### src/rtl/core/sst_pkg.sv
`timescale 1ns / 1ps
// ----------------------------------------------------------------------------
// sst_pkg
// Shared types, codes and constants of the slideshow hold/transition sequencer.
// ----------------------------------------------------------------------------
package sst_pkg;

    // Defaults for the top-level parameters
    localparam int unsigned MAX_IMAGES_DEF = 256;
    localparam int unsigned TICK_MS_DEF    = 33;

    // Fixed field widths
    localparam int unsigned COUNT_W   = 9;
    localparam int unsigned TIME_W    = 20;
    localparam int unsigned INDEX_W   = 8;
    localparam int unsigned ELAPSED_W = 21;
    localparam int unsigned LEVEL_IN_W = 16;
    localparam int unsigned LEVEL_W   = 13;
    localparam int unsigned TOTAL_W   = 29;
    localparam int unsigned PROD_W    = COUNT_W + TIME_W + 1;
    localparam int unsigned CFG_IDX_W = 3;

    localparam logic [LEVEL_W-1:0]   FULL_LEVEL  = 13'd4096;
    localparam logic [ELAPSED_W-1:0] ELAPSED_MAX = 21'h1FFFFF;
    localparam logic [PROD_W-1:0]    TOTAL_MAX   = 30'h1FFFFFFF;

    // Register reset values
    localparam logic [TIME_W-1:0] SLIDE_MS_RST      = 20'd3000;
    localparam logic [TIME_W-1:0] TRANSITION_MS_RST = 20'd1000;

    // Progress divider: quotient bits below the full-scale bit
    localparam int unsigned DIV_STEPS  = 12;
    localparam int unsigned DIV_STEP_W = $clog2(DIV_STEPS);

    // Item queue between front and back
    localparam int unsigned QUEUE_DEPTH = 4;
    localparam int unsigned QUEUE_PTR_W = $clog2(QUEUE_DEPTH);

    typedef enum logic [1:0] {
        FUNC_START = 2'd0,
        FUNC_STOP  = 2'd1,
        FUNC_TICK  = 2'd2,
        FUNC_LEVEL = 2'd3
    } func_t;

    typedef enum logic [CFG_IDX_W-1:0] {
        CFG_IMAGE_COUNT   = 3'd0,
        CFG_SLIDE_MS      = 3'd1,
        CFG_TRANSITION_MS = 3'd2,
        CFG_CUT_MODE      = 3'd3,
        CFG_LOOP_ENABLE   = 3'd4
    } cfg_index_t;

    typedef enum logic [1:0] {
        B_IDLE = 2'd0,
        B_CALC = 2'd1,
        B_DONE = 2'd2
    } back_state_t;

    typedef struct packed {
        logic [COUNT_W-1:0] image_count;
        logic [TIME_W-1:0]  slide_ms;
        logic [TIME_W-1:0]  transition_ms;
        logic               cut_mode;
        logic               loop_enable;
    } cfg_t;

    // State snapshot after one event
    typedef struct packed {
        logic                 running;
        logic                 finished;
        logic [INDEX_W-1:0]   shown;
        logic                 in_trans;
        logic [INDEX_W-1:0]   target;
        logic [ELAPSED_W-1:0] elapsed;
        logic [LEVEL_W-1:0]   level;
    } sst_item_t;

    // Image count limited to the supported maximum
    function automatic logic [COUNT_W-1:0] eff_count(logic [COUNT_W-1:0] cnt,
                                                     int unsigned max_images);
        logic [COUNT_W-1:0] res;
        if (32'(cnt) > max_images)
            res = COUNT_W'(max_images);
        else
            res = cnt;
        return res;
    endfunction

endpackage

### src/rtl/core/sst_front.sv
`timescale 1ns / 1ps
// ----------------------------------------------------------------------------
// sst_front
// Accepts events, classifies them and updates the show state;
// each updated state goes into the item queue.
// ----------------------------------------------------------------------------
module sst_front #(
    parameter int unsigned MAX_IMAGES = sst_pkg::MAX_IMAGES_DEF,
    parameter int unsigned TICK_MS    = sst_pkg::TICK_MS_DEF
) (
    input  logic                             clk,
    input  logic                             rst_n,
    input  sst_pkg::cfg_t                    cfg,
    input  logic                             in_valid,
    output logic                             in_ready,
    input  logic [1:0]                       func,
    input  logic [sst_pkg::LEVEL_IN_W-1:0]   level_in,
    input  logic                             q_full,
    output logic                             q_push,
    output sst_pkg::sst_item_t               q_item
);

    logic                            running_reg, running_next;
    logic                            trans_reg, trans_next;
    logic [sst_pkg::INDEX_W-1:0]     shown_reg, shown_next;
    logic [sst_pkg::INDEX_W-1:0]     target_reg, target_next;
    logic [sst_pkg::ELAPSED_W-1:0]   elapsed_reg, elapsed_next;
    logic [sst_pkg::LEVEL_W-1:0]     level_reg, level_next;
    logic                            fin;

    logic [sst_pkg::COUNT_W-1:0]     n;
    logic [sst_pkg::ELAPSED_W:0]     elapsed_sum;
    logic [sst_pkg::ELAPSED_W-1:0]   elapsed_sat;
    logic [sst_pkg::COUNT_W-1:0]     nxt;
    logic [sst_pkg::TIME_W-1:0]      eff_trans;

    assign in_ready = !q_full;
    assign q_push   = in_valid && in_ready;

    assign n           = sst_pkg::eff_count(cfg.image_count, MAX_IMAGES);
    assign elapsed_sum = {1'b0, elapsed_reg} + (sst_pkg::ELAPSED_W + 1)'(TICK_MS);
    assign elapsed_sat = elapsed_sum[sst_pkg::ELAPSED_W] ? sst_pkg::ELAPSED_MAX
                                                        : elapsed_sum[sst_pkg::ELAPSED_W-1:0];
    assign nxt         = {1'b0, shown_reg} + sst_pkg::COUNT_W'(1);
    assign eff_trans   = cfg.cut_mode ? '0 : cfg.transition_ms;

    // Event decode and next state
    always_comb
    begin
        running_next = running_reg;
        trans_next   = trans_reg;
        shown_next   = shown_reg;
        target_next  = target_reg;
        elapsed_next = elapsed_reg;
        level_next   = level_reg;
        fin          = 1'b0;
        unique case (sst_pkg::func_t'(func))
            sst_pkg::FUNC_START:
            begin
                if (n == '0)
                begin
                    running_next = 1'b0;
                    fin          = 1'b1;
                end
                else
                begin
                    shown_next   = '0;
                    target_next  = '0;
                    trans_next   = 1'b0;
                    elapsed_next = '0;
                    level_next   = sst_pkg::FULL_LEVEL;
                    running_next = 1'b1;
                end
            end
            sst_pkg::FUNC_STOP:
            begin
                running_next = 1'b0;
                level_next   = sst_pkg::FULL_LEVEL;
            end
            sst_pkg::FUNC_TICK:
            begin
                if (running_reg)
                begin
                    if (n == '0)
                    begin
                        running_next = 1'b0;
                        fin          = 1'b1;
                    end
                    else
                    begin
                        elapsed_next = elapsed_sat;
                        if (!trans_reg)
                        begin
                            if (elapsed_sat >= {1'b0, cfg.slide_ms})
                            begin
                                if (nxt >= n)
                                begin
                                    if (cfg.loop_enable)
                                    begin
                                        target_next  = '0;
                                        trans_next   = 1'b1;
                                        elapsed_next = '0;
                                    end
                                    else
                                    begin
                                        running_next = 1'b0;
                                        fin          = 1'b1;
                                    end
                                end
                                else
                                begin
                                    target_next  = nxt[sst_pkg::INDEX_W-1:0];
                                    trans_next   = 1'b1;
                                    elapsed_next = '0;
                                end
                            end
                        end
                        else if (elapsed_sat >= {1'b0, eff_trans})
                        begin
                            shown_next   = target_reg;
                            trans_next   = 1'b0;
                            elapsed_next = '0;
                        end
                    end
                end
            end
            sst_pkg::FUNC_LEVEL:
            begin
                if (level_in > 16'(sst_pkg::FULL_LEVEL))
                    level_next = sst_pkg::FULL_LEVEL;
                else
                    level_next = level_in[sst_pkg::LEVEL_W-1:0];
            end
            default: ;
        endcase
    end

    // Snapshot handed to the back end
    always_comb
    begin
        q_item.running  = running_next;
        q_item.finished = fin;
        q_item.shown    = shown_next;
        q_item.in_trans = trans_next;
        q_item.target   = target_next;
        q_item.elapsed  = elapsed_next;
        q_item.level    = level_next;
    end

    // State registers, updated only on an accepted item
    always_ff @(posedge clk or negedge rst_n)
    begin
        if (!rst_n)
        begin
            running_reg <= 1'b0;
            trans_reg   <= 1'b0;
            shown_reg   <= '0;
            target_reg  <= '0;
            elapsed_reg <= '0;
            level_reg   <= sst_pkg::FULL_LEVEL;
        end
        else if (q_push)
        begin
            running_reg <= running_next;
            trans_reg   <= trans_next;
            shown_reg   <= shown_next;
            target_reg  <= target_next;
            elapsed_reg <= elapsed_next;
            level_reg   <= level_next;
        end
    end

endmodule

### src/rtl/core/sst_queue.sv
`timescale 1ns / 1ps
// ----------------------------------------------------------------------------
// sst_queue
// Short FIFO of state snapshots between the front and the back end.
// ----------------------------------------------------------------------------
module sst_queue (
    input  logic               clk,
    input  logic               rst_n,
    input  logic               push,
    input  sst_pkg::sst_item_t push_item,
    output logic               full,
    input  logic               pop,
    output logic               not_empty,
    output sst_pkg::sst_item_t head_item
);

    sst_pkg::sst_item_t                  entry_reg [sst_pkg::QUEUE_DEPTH];
    logic [sst_pkg::QUEUE_PTR_W-1:0]     wr_ptr_reg, rd_ptr_reg;
    logic [sst_pkg::QUEUE_PTR_W:0]       count_reg, count_next;

    assign full      = (count_reg == (sst_pkg::QUEUE_PTR_W + 1)'(sst_pkg::QUEUE_DEPTH));
    assign not_empty = (count_reg != '0);
    assign head_item = entry_reg[rd_ptr_reg];

    // Occupancy
    always_comb
    begin
        count_next = count_reg;
        if (push && !pop)
            count_next = count_reg + 1'b1;
        else if (pop && !push)
            count_next = count_reg - 1'b1;
    end

    // Pointers
    always_ff @(posedge clk or negedge rst_n)
    begin
        if (!rst_n)
        begin
            wr_ptr_reg <= '0;
            rd_ptr_reg <= '0;
            count_reg  <= '0;
        end
        else
        begin
            count_reg <= count_next;
            if (push)
                wr_ptr_reg <= wr_ptr_reg + 1'b1;
            if (pop)
                rd_ptr_reg <= rd_ptr_reg + 1'b1;
        end
    end

    // Storage, no reset
    always_ff @(posedge clk)
    begin
        if (push)
            entry_reg[wr_ptr_reg] <= push_item;
    end

endmodule

### src/rtl/core/sst_back.sv
`timescale 1ns / 1ps
// ----------------------------------------------------------------------------
// sst_back
// Takes snapshots from the queue, works out progress with a restoring
// divider and the total show time, and holds the result in an output register.
// ----------------------------------------------------------------------------
module sst_back #(
    parameter int unsigned MAX_IMAGES = sst_pkg::MAX_IMAGES_DEF
) (
    input  logic                           clk,
    input  logic                           rst_n,
    input  sst_pkg::cfg_t                  cfg,
    input  logic                           q_not_empty,
    input  sst_pkg::sst_item_t             q_item,
    output logic                           q_pop,
    output logic                           out_valid,
    input  logic                           out_ready,
    output logic                           playing,
    output logic                           finished,
    output logic [sst_pkg::INDEX_W-1:0]    current_image,
    output logic                           next_valid,
    output logic [sst_pkg::INDEX_W-1:0]    next_image,
    output logic [sst_pkg::LEVEL_W-1:0]    progress,
    output logic [sst_pkg::LEVEL_W-1:0]    level_out,
    output logic [sst_pkg::TOTAL_W-1:0]    total_ms
);

    sst_pkg::back_state_t              state_reg, state_next;
    sst_pkg::sst_item_t                item_reg;
    logic [sst_pkg::ELAPSED_W-1:0]     rem_reg;
    logic [sst_pkg::DIV_STEPS-1:0]     quo_reg;
    logic [sst_pkg::DIV_STEP_W-1:0]    step_reg;
    logic                              full_reg;
    logic [sst_pkg::PROD_W-1:0]        prod_reg;
    logic                              out_valid_reg;

    logic                              load_item;
    logic                              div_step;
    logic                              load_out;
    logic                              last_step;

    logic [sst_pkg::TIME_W-1:0]        d;
    logic [sst_pkg::ELAPSED_W-1:0]     rem_shift;
    logic                              rem_ge;
    logic [sst_pkg::COUNT_W-1:0]       n;
    logic [sst_pkg::TIME_W:0]          st_sum;
    logic [sst_pkg::PROD_W-1:0]        total_diff;
    logic [sst_pkg::TOTAL_W-1:0]       total_val;
    logic [sst_pkg::LEVEL_W-1:0]       prog_val;

    assign d         = cfg.cut_mode ? '0 : cfg.transition_ms;
    assign rem_shift = {rem_reg[sst_pkg::ELAPSED_W-2:0], 1'b0};
    assign rem_ge    = (rem_shift >= {1'b0, d});
    assign last_step = (step_reg == sst_pkg::DIV_STEP_W'(sst_pkg::DIV_STEPS - 1));
    assign n         = sst_pkg::eff_count(cfg.image_count, MAX_IMAGES);
    assign st_sum    = {1'b0, cfg.slide_ms} + {1'b0, cfg.transition_ms};

    // Total: n*(slide+trans) - trans, saturated
    assign total_diff = prod_reg - sst_pkg::PROD_W'(cfg.transition_ms);
    always_comb
    begin
        if (n == '0)
            total_val = '0;
        else if (total_diff > sst_pkg::TOTAL_MAX)
            total_val = sst_pkg::TOTAL_MAX[sst_pkg::TOTAL_W-1:0];
        else
            total_val = total_diff[sst_pkg::TOTAL_W-1:0];
    end

    // Progress selection
    always_comb
    begin
        if (!item_reg.in_trans)
            prog_val = '0;
        else if (full_reg)
            prog_val = sst_pkg::FULL_LEVEL;
        else
            prog_val = {1'b0, quo_reg};
    end

    // Next state
    always_comb
    begin
        state_next = state_reg;
        unique case (state_reg)
            sst_pkg::B_IDLE: if (q_not_empty) state_next = sst_pkg::B_CALC;
            sst_pkg::B_CALC: if (last_step) state_next = sst_pkg::B_DONE;
            sst_pkg::B_DONE: if (!out_valid_reg || out_ready) state_next = sst_pkg::B_IDLE;
            default:         state_next = sst_pkg::B_IDLE;
        endcase
    end

    // State outputs
    always_comb
    begin
        load_item = 1'b0;
        div_step  = 1'b0;
        load_out  = 1'b0;
        unique case (state_reg)
            sst_pkg::B_IDLE: load_item = q_not_empty;
            sst_pkg::B_CALC: div_step  = 1'b1;
            sst_pkg::B_DONE: load_out  = !out_valid_reg || out_ready;
            default: ;
        endcase
    end

    assign q_pop = load_item;

    // Control registers
    always_ff @(posedge clk or negedge rst_n)
    begin
        if (!rst_n)
        begin
            state_reg     <= sst_pkg::B_IDLE;
            step_reg      <= '0;
            out_valid_reg <= 1'b0;
        end
        else
        begin
            state_reg <= state_next;
            if (load_item)
                step_reg <= '0;
            else if (div_step)
                step_reg <= step_reg + 1'b1;
            if (load_out)
                out_valid_reg <= 1'b1;
            else if (out_ready)
                out_valid_reg <= 1'b0;
        end
    end

    // Divider and total datapath
    always_ff @(posedge clk)
    begin
        if (load_item)
        begin
            item_reg <= q_item;
            rem_reg  <= q_item.elapsed;
            quo_reg  <= '0;
            full_reg <= (d == '0) || (q_item.elapsed >= {1'b0, d});
        end
        else if (div_step)
        begin
            prod_reg <= sst_pkg::PROD_W'(n) * sst_pkg::PROD_W'(st_sum);
            if (rem_ge)
            begin
                rem_reg <= rem_shift - {1'b0, d};
                quo_reg <= {quo_reg[sst_pkg::DIV_STEPS-2:0], 1'b1};
            end
            else
            begin
                rem_reg <= rem_shift;
                quo_reg <= {quo_reg[sst_pkg::DIV_STEPS-2:0], 1'b0};
            end
        end
    end

    // Output register
    always_ff @(posedge clk)
    begin
        if (load_out)
        begin
            playing       <= item_reg.running;
            finished      <= item_reg.finished;
            current_image <= item_reg.shown;
            next_valid    <= item_reg.in_trans;
            next_image    <= item_reg.in_trans ? item_reg.target : '0;
            progress      <= prog_val;
            level_out     <= item_reg.level;
            total_ms      <= total_val;
        end
    end

    assign out_valid = out_valid_reg;

endmodule

### src/rtl/core/slideshow_hold_transition_sequencer.sv
`timescale 1ns / 1ps
// ----------------------------------------------------------------------------
// slideshow_hold_transition_sequencer
// Event-driven slideshow sequencer: front end updates the show state per event,
// back end computes progress and total time and delivers one result per event.
// ----------------------------------------------------------------------------
// Path: item queue, back-end load in B_IDLE, 12-step progress divider in B_CALC,
// output register in B_DONE. The back end takes the next item only from B_IDLE.
// The front accepts back to back until the 4-entry item queue fills.
// Reset: asynchronous, active low; show idle at full level, registers at
// their defaults (count 0, slide 3000 ms, transition 1000 ms, cut/loop off).
// ----------------------------------------------------------------------------
module slideshow_hold_transition_sequencer #(
    parameter int unsigned MAX_IMAGES = sst_pkg::MAX_IMAGES_DEF,
    parameter int unsigned TICK_MS    = sst_pkg::TICK_MS_DEF
) (
    input  logic                            clk,
    input  logic                            rst_n,
    input  logic                            cfg_we,
    input  logic [sst_pkg::CFG_IDX_W-1:0]   cfg_index,
    input  logic [sst_pkg::TIME_W-1:0]      cfg_data,
    input  logic                            in_valid,
    output logic                            in_ready,
    input  logic [1:0]                      func,
    input  logic [sst_pkg::LEVEL_IN_W-1:0]  level_in,
    output logic                            out_valid,
    input  logic                            out_ready,
    output logic                            playing,
    output logic                            finished,
    output logic [sst_pkg::INDEX_W-1:0]     current_image,
    output logic                            next_valid,
    output logic [sst_pkg::INDEX_W-1:0]     next_image,
    output logic [sst_pkg::LEVEL_W-1:0]     progress,
    output logic [sst_pkg::LEVEL_W-1:0]     level_out,
    output logic [sst_pkg::TOTAL_W-1:0]     total_ms
);

    sst_pkg::cfg_t       cfg_reg;
    sst_pkg::sst_item_t  push_item, head_item;
    logic                q_push, q_pop, q_full, q_not_empty;

    // Configuration registers
    always_ff @(posedge clk or negedge rst_n)
    begin
        if (!rst_n)
        begin
            cfg_reg.image_count   <= '0;
            cfg_reg.slide_ms      <= sst_pkg::SLIDE_MS_RST;
            cfg_reg.transition_ms <= sst_pkg::TRANSITION_MS_RST;
            cfg_reg.cut_mode      <= 1'b0;
            cfg_reg.loop_enable   <= 1'b0;
        end
        else if (cfg_we)
        begin
            case (cfg_index)
                sst_pkg::CFG_IMAGE_COUNT:
                    cfg_reg.image_count <= cfg_data[sst_pkg::COUNT_W-1:0];
                sst_pkg::CFG_SLIDE_MS:      cfg_reg.slide_ms      <= cfg_data;
                sst_pkg::CFG_TRANSITION_MS: cfg_reg.transition_ms <= cfg_data;
                sst_pkg::CFG_CUT_MODE:      cfg_reg.cut_mode      <= cfg_data[0];
                sst_pkg::CFG_LOOP_ENABLE:   cfg_reg.loop_enable   <= cfg_data[0];
                default: ;
            endcase
        end
    end

    sst_front #(
        .MAX_IMAGES (MAX_IMAGES),
        .TICK_MS    (TICK_MS)
    ) u_front (
        .clk      (clk),
        .rst_n    (rst_n),
        .cfg      (cfg_reg),
        .in_valid (in_valid),
        .in_ready (in_ready),
        .func     (func),
        .level_in (level_in),
        .q_full   (q_full),
        .q_push   (q_push),
        .q_item   (push_item)
    );

    sst_queue u_queue (
        .clk       (clk),
        .rst_n     (rst_n),
        .push      (q_push),
        .push_item (push_item),
        .full      (q_full),
        .pop       (q_pop),
        .not_empty (q_not_empty),
        .head_item (head_item)
    );

    sst_back #(
        .MAX_IMAGES (MAX_IMAGES)
    ) u_back (
        .clk           (clk),
        .rst_n         (rst_n),
        .cfg           (cfg_reg),
        .q_not_empty   (q_not_empty),
        .q_item        (head_item),
        .q_pop         (q_pop),
        .out_valid     (out_valid),
        .out_ready     (out_ready),
        .playing       (playing),
        .finished      (finished),
        .current_image (current_image),
        .next_valid    (next_valid),
        .next_image    (next_image),
        .progress      (progress),
        .level_out     (level_out),
        .total_ms      (total_ms)
    );

    // A finished show is never reported as playing
    a_fin_not_playing: assert property (@(posedge clk) disable iff (!rst_n)
        (out_valid && finished) |-> !playing)
        else $error("finished result reports playing");

    // Holding phase reports no progress and no next image
    a_hold_no_progress: assert property (@(posedge clk) disable iff (!rst_n)
        (out_valid && !next_valid) |-> (progress == '0 && next_image == '0))
        else $error("holding result with nonzero progress or next image");

    // Progress and level stay within full scale
    a_full_scale: assert property (@(posedge clk) disable iff (!rst_n)
        out_valid |-> (progress <= sst_pkg::FULL_LEVEL && level_out <= sst_pkg::FULL_LEVEL))
        else $error("progress or level above full scale");

    // Queue never pops when empty
    a_no_empty_pop: assert property (@(posedge clk) disable iff (!rst_n)
        q_pop |-> q_not_empty)
        else $error("queue popped while empty");

endmodule

### config.mk
export PLATFORM = sky130hd
export DESIGN_NAME = slideshow_hold_transition_sequencer
export DESIGN_NICKNAME = d
export VERILOG_FILES = /design/src/rtl/core/sst_pkg.sv /design/src/rtl/core/sst_front.sv /design/src/rtl/core/sst_queue.sv /design/src/rtl/core/sst_back.sv /design/src/rtl/core/slideshow_hold_transition_sequencer.sv
export SDC_FILE = /design/constraint.sdc
export NUM_CORES = 1
export LEC_CHECK = 0
export BUFFER_PORTS_ARGS = -buffer_cell sky130_fd_sc_hd__buf_2
export CORE_ASPECT_RATIO = 1.2
export CORE_MARGIN = 5
export CORE_UTILIZATION = 35
export CTS_CLUSTER_DIAMETER = 150
export CTS_CLUSTER_SIZE = 16
export DETAILED_ROUTE_END_ITERATION = 8
export GPL_TIMING_DRIVEN = 0
export PLACE_DENSITY_LB_ADDON = 0.1
export REMOVE_ABC_BUFFERS = 1
export SLEW_MARGIN = 40
export SYNTH_ARGS = -nofsm -noshare
export SYNTH_HDL_FRONTEND = slang
export SYNTH_SLANG_ARGS = --single-unit
### constraint.sdc
create_clock -name clk -period 14 [get_ports clk]
set_input_delay 0.7 -clock clk [delete_from_list [all_inputs] [get_ports clk]]
set_output_delay 0.7 -clock clk [all_outputs]
set_load 0.01 [all_outputs]
### Yosys cells after proc, flatten, opt, wreduce, memory -nomap -nowiden

Memory sizes are Yosys's and may differ from the RTL's.
Cells that the tools add are included.

* memories kept: 1
* bits in read-only memories: 0
* output and inout port bits: 76
* register bits after elaboration: 286
* input bits: 46
* logic and storage cells: 171
* bits in latches: 0
* bits in writable memories: 212

* bitwise logic cells: 2
* $add $sub $neg: 10
* reductions and logical operators: 26
* magnitude comparators: 8
* divide/modulo/power cells: 0
* shift-type cells: 0
* mux-type cells: 73
* multiply operators: 1
* eq/ne operators: 14

Memories
* u_queue.entry_reg: words 4, bits a word 53, rd ports 1, clocked after Yosys merged registers in 0, wr ports 1, line sst_queue.sv:17 `sst_pkg::sst_item_t entry_reg [sst_pkg::QUEUE_DEPTH];`

Operators by type and width (count)
* two-way mux 21 bit: 9
* two-way mux 8 bit: 12
* >= comparator 21 x 20 -> 1 bit: 4
* two-way mux 20 bit: 4
* one-hot mux 21 bit (2 select lines): 1
* two-way mux 13 bit: 3
* one-hot mux 13 bit (3 select lines): 1
* one-hot mux 8 bit (2 select lines): 2
* > comparator 30 x 29 -> 1 bit (second input constant): 1
* multiplier 9 x 21 -> 30 bit: 1
* subtractor 30 x 20 -> 30 bit: 1
* two-way mux 29 bit: 1
* two-way mux 1 bit: 28
* adder 21 x 6 -> 22 bit (second input constant): 1
* adder 20 x 20 -> 21 bit: 1
* logical NOT 20 bit: 1
* subtractor 20 bit: 1
* > comparator 16 x 13 -> 1 bit (second input constant): 1
* AND reduction 2 bit: 6
* adder 8 x 1 -> 9 bit (second input constant): 1
* >= comparator 9 bit: 1
* > comparator 9 bit (second input constant): 1
* logical NOT 9 bit: 1
* two-way mux 9 bit: 1
* other kinds (27): 50

### Depth between registers and ports, before layout

Gate-level depths: netlist of run 1.

* word-level depth: 9
* depth in mapped cells: 28
* gate-level depth less buffers: 27

### Modules after synthesis

Synthesis of run 1 repeated with hierarchy kept, for this count alone.

* cell total of the unflattened synthesis: 2649
* area, all modules: 30712.0 sq um

By module, submodules not included
* sst_back: cells an instance 1636, times used 1, seq. area each 5129.9 sq um, area an instance 15854.0 sq um
* sst_queue: cells an instance 311, times used 1, seq. area each 6541.3 sq um, area an instance 8111.5 sq um
* sst_front: cells an instance 591, times used 1, seq. area each 1302.5 sq um, area an instance 4789.6 sq um
* slideshow_hold_transition_sequencer: cells an instance 111, times used 1, seq. area each 1292.5 sq um, area an instance 1956.9 sq um

### Worst setup path after synthesis of run 1

OpenSTA, ideal clock, no wires.

* path kind: register -> register
* start: reg cfg_reg[2] in the netlist's numbering
* end: reg u_back.prod_reg[29] in the netlist's numbering, data pin
* period minus slack after synthesis: 6.694 ns
* setup slack: 7.306 ns
* required time: 13.740 ns
* library setup time: 0.260 ns
* data arrival time: 6.434 ns
* path buffers: 1
* cell stages (with the launch flop): 29
* path through: dfrtp_1 ha_1 inv_1 fa_1 nor2b_1 o21ai_1 a21boi_1 o21ai_1 a21oi_2 a31oi_1 or3_1 clkbuf_1 a21o_1 fa_1 inv_1 fa_1 fa_1 inv_1 fa_1 inv_1 ha_1 a21o_1 a211oi_1 o211a_1 a21oi_1 a21o_1 a211o_1 a21oi_1 xnor2_1

* cells in the longest elaborated chain, start to end: 2

RTL lines
* start, declared: line slideshow_hold_transition_sequencer.sv:38 `sst_pkg::cfg_t cfg_reg;`
* adder 20 x 20 -> 21 bit: line sst_back.sv:56 `assign st_sum = {1'b0, cfg.slide_ms} + {1'b0, cfg.transition_ms};`
* multiplier 9 x 21 -> 30 bit: line sst_back.sv:144 `prod_reg <= sst_pkg::PROD_W'(n) * sst_pkg::PROD_W'(st_sum);`
* end signal, assigned: line sst_back.sv:144
* end, declared: line sst_back.sv:34 `logic [sst_pkg::PROD_W-1:0] prod_reg;`

Every way passes these cells.
A chain may end at the register's enable or synchronous reset.

### Worst setup path in the final report of run 1

Ends and elaborated chain as after synthesis.

==> results of run 1 <==
## cells in the mapped netlist (all sizes together) (20+ instances only)
master	n	area [um2]
a21o	45	338
a21oi	121	613
a22o	67	587
and2	25	156
buf	25	131
clkbuf	68	255
dfrtp	103	2580
edfxtp	369	11100
fa	138	2760
ha	187	2340
inv	248	931
mux4	53	1190
nand2	297	1110
nand2b	20	125
nand3	40	205
nor2	169	642
nor3	50	267
o211ai	34	285
o21ai	127	636
xnor2	70	613
xor2	37	324
## cells in the final DEF, fill, tap and decap left out, types with 15 or more instances in the layout
cell       Yosys  layout
nand3_1       39      39
xor2_1        37      36
nor3_1        48      46
nor2_1       168     168
edfxtp_1     369     369
o21ai_1       32      31
and2_1        25      25
nand2_1      297     293
o211ai_1      28      28
clkbuf_16      0      37
or2_2         16      17
a211oi_1      17      17
a21o_1        45      45
o21ai_0       95      95
a21oi_1      119     117
or3_1         16      15
nand2b_1      20      20
o21a_1        19      19
dfrtp_1      103     101
clkbuf_1      68      27
a22o_1        67      67
xnor2_1       70      67
ha_1         187     187
buf_2         12     120
inv_1        247     242
mux4_2        53      53
fa_1         138     138
## worst min path at each step
| stage | startpoint | to | slack (ps) |
|---|---|---|---|
| after floorplan | rst_n | cfg_reg[0]$_DFFE_PN0P_ | 400 |
| after global placement | u_back.item_reg[45]$_DFFE_PP_ | u_back.current_image[2]$_DFFE_PP_ | 400 |
| after detailed placement | u_back.item_reg[12]$_DFFE_PP_ | u_back.level_out[12]$_DFFE_PP_ | 410 |
| after CTS | rst_n | cfg_reg[4]$_DFFE_PN0P_ | 8 |
| after global routing | rst_n | cfg_reg[4]$_DFFE_PN0P_ | 40 |
| final | rst_n | u_back.step_reg[0]$_DFFE_PN0P_ | 30 |
## metrics by stage
stage | worst slack [ps] | util [%]
detailed placement | 5910 | 38.0
global placement | 5880 | 37.3
finish | 5900 | 39.3
global route | 5530 | 39.3
CTS | 5870 | 39.3
floorplan | 7340 | -
## routing by layer
metal  part of all wire, %  vias up  GRT usage, %
li1                      -     9470             -
met1                    42    10311          23.0
met2                    52      386          32.9
met3                   3.6      110          2.36
met4                   3.0        4          5.19
met5                 0.023        -             0
## kinds of logic (layout without fill, tap and decap cells)
group           after synthesis  after routing
xor+xnor                    107            107
fa+ha+maj                   325            325
flops                       498            498
simple gates                717            717
buf+inv                     342            466
compound gates              539            539
mux                          67             67
## area by class of cell
cell class	count	area (um2)	area share [%]
inverters	249	943	2.82
multi-input cells	1755	14700	43.9
clock inverters	4	82.6	0.247
flip-flops and latches	498	14300	42.7
clock buffers	64	1030	3.07
well taps	1130	1410	4.23
repair buffers	149	1020	3.05
## worst register-to-register path, stage by stage (launching register included)
cell      delay (ps)
dfrtp_1          470
ha_1             200
inv_1             50
fa_1             420
nor2b_1          140
o21ai_1           90
a21boi_1         280
o21ai_1          130
a21oi_2          410
a31oi_1          300
o311ai_0         760
nand3_1          200
fa_1             530
inv_1             50
fa_1             470
fa_1             500
inv_1             70
fa_1             640
inv_1             80
ha_1             380
a21o_1           230
a211oi_1         280
o211a_1          250
a21oi_1          100
a21o_1           220
a211o_1          270
a21oi_1          180
xnor2_1          110
==> reports/qor.csv, run 1 <==
stage;metric;value;unit
timing;Slew Limit Fails;0;
grt;pin count of the biggest net entering global routing;69;
worst_setup_path;critical path's slowest cell;o311ai_0;
finish;max FFs per register;212;
timing;final period utilization;57.8;%
die;I/O pin count;122;
synthesis;Synth Area in Adders;17.0;%
synthesis;cells after synthesis;2595;
grt;total gr overflow;0;
clock_network;clock slew at reported path FFs;80;ps
synthesis;Post-Synth XOR/XNOR Area;3.12;%
worst_setup_path;CP startpoint;cfg_reg[2]$_DFFE_PN0P_;
clock_network;clk root buf;clkbuf_16;
placed_design;DP HPWL;62600;um
routing;Avg WL per Cell;21.9;um
die;Core Area;85100;um2
clock_network;Resized cells post-CTS;0;
flow_run;max capacitance violation total;0;
timing;worst-margin pin slew;839;ps
finish;Fill cells;8235;
grt;number of global-route vias before repair;21133;
clock_network;CTS Buffer Depth;3;
placed_design;cell count after placement;3780;
finish;final instance area;33400;um2
die;Chip Height;331;um
timing;min Tclk post-route;8100;ps
synthesis;most used flip-flop cell after synthesis;edfxtp_1;
placed_design;GP Congestion;0.880;
worst_setup_path;Worst path top cell family by delay;compound AO/OA/AOI/OAI gates;
routing;Detail Route Antenna Nets;0;
die;Die W;278;um
timing;clock skew;44.6;ps
grt;initial antenna violation count;2;
grt;Total GRT Usage;18.2;%
clock_network;CTS sink count;498;
worst_setup_path;internal reg-to-reg setup slack;5900;ps
routing;DRT Pass-1 Iters;5;
timing;setup TNS;0;ps
finish;Finished Layout Cells;3849;
die;initial core utilization;35.3;%
synthesis;mux share of post-synthesis cell area;4.49;%
timing;RSZ-0062 raised after global routing;no;
routing;Via density;5.27;
synthesis;post-synthesis register bit count;498;
synthesis;mean area per synthesized cell;11.6;um2
routing;drt first-iter violations;1293;
worst_setup_path;CP endpoint kind;register;
routing;detailed-route via count;20281;
timing;final setup vio count;0;
synthesis;simple-gate share of the synthesized area;11.1;%
finish;share of cells above drive strength 1;13.2;%
timing;Hold Fails Final Rpt;0;
clock_network;CTS Buf Count;37;
worst_setup_path;CP Max Fanout;6;
worst_setup_path;Crit path required time;14340;ps
worst_setup_path;Startpoint Class;register;
worst_setup_path;Buf/Inv on CP;4;
clock_network;H-tree depth;2;
worst_setup_path;beginning of the worst register-to-register path;cfg_reg[2]$_DFFE_PN0P_;
worst_setup_path;critical path depth;27;
synthesis;Synth async-reset ratio;23.5;%
worst_setup_path;crit path capture;u_back.prod_reg[29]$_DFFE_PP_;
clock_network;CTS tree;built;
worst_setup_path;depth of the worst register-to-register path;27;
timing;max frequency;124;MHz
routing;drt drc;0;
synthesis;Post-synth EDFFs;369;
timing;hold_ws;27.4;ps
worst_setup_path;FF-to-FF End;u_back.prod_reg[29]$_DFFE_PP_;
clock_network;clk_lat worst skew;610;ps
synthesis;complex-gate fraction of the synthesized area;12.5;%
clock_network;Post-CTS Setup Repair Bufs;0;
placed_design;PortBufs;121;
die;full die area;91900;um2
worst_setup_path;critical path class;register to register;
synthesis;post-synthesis sequential area ratio;47.5;%
finish;area grow syn2layout;11.3;%
grt;first-pass GRT wire length;129000;um
worst_setup_path;max incr delay on CP;760;ps
synthesis;post-synthesis cell area;30100;um2
placed_design;Cell Area, Placed;32300;um2
timing;Slew headroom;42.6;%
finish;Layout Nets;3061;
synthesis;Synth cell types;93;
worst_setup_path;worst path arrival time;8430;ps
routing;Total Routed Length;84200;um
hold_path;Worst Hold Class;input pin to asynchronous set/reset pin;
clock_network;Post-CTS Hold Buffers;0;
status;outcome;completed;
die;row count;117;
synthesis;largest family of logic cells by synthesized area;adder cells;
synthesis;synth warn;0;
finish;antenna cells;0;
worst_setup_path;most numerous cell on the critical path;fa_1;
Power of run 1 is left out: the tool's default activity adds up to more than one toggle a clock period on the data nets, which glitch-free logic cannot reach.
==> inputs of run 2 (changes only) <==
==> constraint.sdc (replaced) <==
create_clock -name clk -period 8.25 [get_ports clk]
set_input_delay 0.4125 -clock clk [delete_from_list [all_inputs] [get_ports clk]]
set_output_delay 0.4125 -clock clk [all_outputs]
set_load 0.01 [all_outputs]
==> reports/qor.csv, run 2 (synthesized netlist as in run 1, its figures left out) <==
stage;metric;value;unit
status;outcome;completed;
die;full die area;91900;um2
worst_setup_path;worst path arrival time;8170;ps
die;Die W;278;um
die;initial core utilization;35.3;%
hold_path;worst hold start;cfg_data[11];
timing;Hold Fails Final Rpt;0;
worst_setup_path;max incr delay on CP;620;ps
worst_setup_path;Crit path required time;8590;ps
timing;min Tclk post-route;7830;ps
routing;Total Routed Length;84100;um
grt;pin count of the biggest net entering global routing;69;
die;I/O pin count;122;
timing;RSZ-0062 raised after global routing;no;
finish;most common cell after layout, fill and taps aside;edfxtp_1;
timing;final setup vio count;0;
placed_design;DP HPWL;62600;um
die;Chip Height;331;um
grt;first-pass GRT wire length;129000;um
finish;share of cells above drive strength 1;13.3;%
timing;setup TNS;0;ps
worst_setup_path;depth of the worst register-to-register path;27;
timing;worst-margin pin slew;866;ps
timing;Slew Limit Fails;0;
clock_network;clk_lat worst skew;610;ps
worst_setup_path;CP endpoint kind;register;
clock_network;CTS Buf Count;37;
clock_network;CTS tree;built;
worst_setup_path;internal reg-to-reg setup slack;420;ps
clock_network;Post-CTS Setup Repair Bufs;0;
timing;clock skew;39.5;ps
worst_setup_path;beginning of the worst register-to-register path;cfg_reg[2]$_DFFE_PN0P_;
finish;area grow syn2layout;11.4;%
routing;drt drc;0;
clock_network;CTS sink count;498;
die;row count;117;
placed_design;GP Congestion;0.880;
worst_setup_path;most numerous cell on the critical path;fa_1;
routing;Detail Route Antenna Nets;0;
routing;drt first-iter violations;1277;
finish;antenna cells;0;
die;Core Area;85100;um2
clock_network;clock slew at reported path FFs;90;ps
timing;Slew headroom;41.9;%
worst_setup_path;critical path class;register to register;
timing;max frequency;128;MHz
routing;DRT Pass-1 Iters;7;
finish;Final Util;39.4;%
clock_network;H-tree depth;2;
finish;Fill cells;8231;
finish;max FFs per register;212;
finish;Layout Nets;3062;
grt;initial antenna violation count;2;
worst_setup_path;Startpoint Class;register;
placed_design;PortBufs;121;
finish;most frequent cells in the layout;edfxtp_1, nand2_1, inv_1;
routing;Via density;5.27;
routing;detailed-route via count;20277;
grt;number of global-route vias before repair;21136;
timing;final period utilization;94.9;%
hold_path;Worst Hold Class;input pin to register;
hold_path;hold path depth;3;
worst_setup_path;critical path's slowest cell;fa_1;
flow_run;max capacitance violation total;0;
grt;total gr overflow;0;
clock_network;CTS Buffer Depth;3;
routing;Avg WL per Cell;21.8;um
worst_setup_path;CP Max Fanout;9;
grt;Total GRT Usage;18.2;%
clock_network;clk root buf;clkbuf_16;
worst_setup_path;CP startpoint;cfg_reg[2]$_DFFE_PN0P_;
-- run 2: cell types whose count changed in the layout (fill, tap and decap cells not counted) --
cell	before	now
o311ai_1	0	1
a21oi_4	0	1
a2111oi_2	1	2
o311ai_0	3	2
a21oi_2	4	3
dlygate4sd3_1	0	1
a2111oi_0	4	3
o21ai_2	0	1
o21ai_1	31	30
-- run 2: what timing repair did --
item | 4_1_cts | 5_1_grt
hold endpoints to repair | 41 | 0
hold buffers | 1 | 0
gates resized for setup | 0 | 5
setup endpoints to repair | 0 | 4
-- run 2: per-layer routing --
metal	GRT usage (%)	share of wire, %	up-vias	routed length [um]
met4	5.19	3.1	4	2650
li1	-	-	9458	-
met3	2.36	4.2	117	3540
met1	23.0	41	10300	34600
met2	32.9	51	398	43300
met5	0	0.023	-	19
-- run 2: stage by stage --
step	setup WS (ps)	cell area [um2]	std cells	hold slack (ps)
finish	417	33500	3850	94.1
global route	44.1	33500	3850	70.6
CTS	123	33400	3849	56.2
detailed placement	160	32300	3780	403
global placement	134	31700	3753	405
floorplan	1590	29700	2502	117
-- run 2: worst paths after layout --
kind,end
setup / recovery,u_back.prod_reg[29]$_DFFE_PP_
hold / removal,cfg_reg[33]$_DFFE_PN1P_
setup reg to reg,u_back.prod_reg[29]$_DFFE_PP_
hold reg to reg,u_back.current_image[5]$_DFFE_PP_
max in group asynchronous,u_front.shown_reg[7]$_DFFE_PN0P_
min in group asynchronous,u_back.step_reg[0]$_DFFE_PN0P_
-- run 2: layout make-up --
type | count | area [um2] | area share [%]
multi-input combinational | 1755 | 14700 | 43.9
sequential | 498 | 14300 | 42.6
tap | 1130 | 1410 | 4.22
timing repair buffer | 150 | 1030 | 3.08
clock buffer | 64 | 1030 | 3.07
inverter | 249 | 943 | 2.82
clock inverter | 4 | 82.6 | 0.247
-- run 2: critical path: cells and delay by family (launching register included) --
family	cells	cell delay (ps)
AND/OR/NAND/NOR	2	700
adder cells (fa/ha/maj)	7	3130
flip-flops	1	470
buffers and inverters	4	240
AO/OA/AOI/OAI	13	2870
XOR/XNOR	1	110
Power of run 2 is left out for the same reason.
==> inputs of run 3 (changes only) <==
--- a/config.mk
+++ b/config.mk
@@ -8,12 +8,13 @@
 export BUFFER_PORTS_ARGS = -buffer_cell sky130_fd_sc_hd__buf_2
 export CORE_ASPECT_RATIO = 1.2
 export CORE_MARGIN = 5
-export CORE_UTILIZATION = 35
+export CORE_UTILIZATION = 42
 export CTS_CLUSTER_DIAMETER = 150
 export CTS_CLUSTER_SIZE = 16
 export DETAILED_ROUTE_END_ITERATION = 8
 export GPL_TIMING_DRIVEN = 0
 export PLACE_DENSITY_LB_ADDON = 0.1
+export RECOVER_POWER = 25
 export REMOVE_ABC_BUFFERS = 1
 export SLEW_MARGIN = 40
 export SYNTH_ARGS = -nofsm -noshare
==> reports/qor.csv, run 3 (synthesized netlist as in run 1, its figures left out) <==
stage;metric;value;unit
worst_setup_path;critical path class;register to register;
finish;most common cell after layout, fill and taps aside;edfxtp_1;
worst_setup_path;CP endpoint kind;register;
hold_path;worst hold start;cfg_data[19];
die;Die W;254;um
finish;final instance area;33000;um2
worst_setup_path;Startpoint Class;register;
grt;M2 GR Usage;36.8;%
die;Chip Height;303;um
clock_network;clock slew at reported path FFs;80;ps
timing;clock skew;32.9;ps
finish;max FFs per register;212;
die;initial core utilization;42.4;%
worst_setup_path;beginning of the worst register-to-register path;cfg_reg[2]$_DFFE_PN0P_;
die;Core Area;71000;um2
die;row count;107;
timing;Slew Limit Fails;54;
hold_path;Worst Hold Class;input pin to register;
hold_path;hold path depth;3;
worst_setup_path;depth of the worst register-to-register path;27;
timing;final period utilization;96.4;%
clock_network;CTS tree;built;
clock_network;CTS Buffer Depth;3;
grt;pin count of the biggest net entering global routing;65;
worst_setup_path;worst path arrival time;8270;ps
worst_setup_path;CP Max Fanout;9;
placed_design;PortBufs;121;
finish;most frequent cells in the layout;edfxtp_1, nand2_1, inv_1;
worst_setup_path;FF-to-FF End;u_back.prod_reg[23]$_DFFE_PP_;
routing;Avg WL per Cell;22.0;um
status;outcome;complete, but fails checks;
routing;Via density;5.58;
placed_design;DP HPWL;59900;um
routing;Detail Route Antenna Nets;0;
timing;worst-margin pin slew;3630;ps
clock_network;Post-CTS Setup Repair Bufs;0;
clock_network;clk root buf;clkbuf_16;
grt;GRT busiest layer;met2;
finish;share of cells above drive strength 1;11.4;%
placed_design;GP Congestion;0.870;
finish;area grow syn2layout;9.87;%
hold_path;endpoint of the worst hold path;cfg_reg[21]$_DFFE_PN0P_;
worst_setup_path;most numerous cell on the critical path;fa_1;
worst_setup_path;critical path's slowest cell;fa_1;
grt;GR Util met3;2.72;%
timing;Slew headroom;-142;%
clock_network;CTS Buf Count;37;
finish;Layout Nets;3063;
grt;total gr overflow;0;
flow_run;max capacitance violation total;1;
placed_design;Cell Area, Placed;32100;um2
worst_setup_path;max incr delay on CP;550;ps
worst_setup_path;internal reg-to-reg setup slack;300;ps
routing;detailed-route via count;20353;
routing;DRT Pass-1 Iters;6;
timing;min Tclk post-route;7950;ps
worst_setup_path;Crit path required time;8570;ps
routing;drt drc;0;
grt;number of global-route vias before repair;21009;
grt;M1 GR Usage;26.0;%
timing;max frequency;126;MHz
clock_network;H-tree depth;2;
grt;Total GRT Usage;20.8;%
grt;first-pass GRT wire length;124000;um
die;I/O pin count;122;
finish;antenna cells;0;
timing;Hold Fails Final Rpt;0;
timing;final setup vio count;0;
clock_network;clk_lat worst skew;600;ps
status;violated checks;capacitance limit, slew limit;
routing;Total Routed Length;80400;um
clock_network;CTS sink count;498;
die;full die area;77000;um2
routing;drt first-iter violations;1252;
grt;initial antenna violation count;0;
==> run 3: layout make-up <==
class / count / area (um2)
clock inverter: 4 / 82.6
inverter: 249 / 942
clock buffer: 64 / 1030
fill: 6657 / 37900
tap: 926 / 1160
sequential: 498 / 14300
multi-input combinational: 1755 / 14600
timing repair buffer: 151 / 920
==> run 3: per-stage QoR <==
stage | setup TNS [ps] | std cells | util (%) | hold slack [ps] | worst slack [ps]
final | 0 | 3647 | 46.5 | 62.0 | 298
after global placement | 0 | 3549 | 44.3 | 401 | 210
after detailed placement | 0 | 3578 | 45.2 | 390 | 236
after CTS | 0 | 3647 | 46.8 | 31.8 | 182
after floorplan | 0 | 2502 | - | 117 | 1590
after global routing | -5.71 | 3647 | 46.5 | 52.2 | -5.71
==> run 3: worst max-delay path by stage <==
| stage | slack (ps) | end | cells past startpoint | start |
|---|---|---|---|---|
| 4_1_cts | 180 | u_back.prod_reg[23]$_DFFE_PP_ | 27 | cfg_reg[2]$_DFFE_PN0P_ |
| 5_1_grt | -6 | u_back.prod_reg[23]$_DFFE_PP_ | 27 | cfg_reg[2]$_DFFE_PN0P_ |
| 2_1_floorplan | 1590 | u_back.prod_reg[29]$_DFFE_PP_ | 27 | cfg_reg[2]$_DFFE_PN0P_ |
| 3_3_place_gp | 210 | u_back.prod_reg[22]$_DFFE_PP_ | 19 | cfg_reg[50]$_DFFE_PN0P_ |
| 6_report | 300 | u_back.prod_reg[23]$_DFFE_PP_ | 27 | cfg_reg[2]$_DFFE_PN0P_ |
| 3_5_place_dp | 240 | u_back.prod_reg[23]$_DFFE_PP_ | 27 | cfg_reg[2]$_DFFE_PN0P_ |
==> run 3: repair_timing <==
action / in CTS / in global routing
hold endpoints to repair: 40 / 0
hold buffers: 1 / 0
resized for setup: 0 / 4
setup endpoints to repair: 0 / 2
==> run 3: worst max-delay path: cells and delay by family, from the launching register on <==
| kind | cells | cell delay (ps) |
|---|---|---|
| AO/OA/AOI/OAI | 12 | 2850 |
| XOR/XNOR | 1 | 290 |
| adder cells (fa/ha/maj) | 7 | 3130 |
| flip-flops | 1 | 460 |
| AND/OR/NAND/NOR | 3 | 680 |
| buffers and inverters | 4 | 270 |
==> run 3: metal layers <==
| metal | share of wire (%) | up-vias |
|---|---|---|
| li1 | - | 9485 |
| met1 | 41 | 10231 |
| met2 | 50 | 491 |
| met4 | 4.4 | 0 |
| met3 | 4.1 | 146 |
| met5 | 0 | - |
Power of run 3 is left out for the same reason.
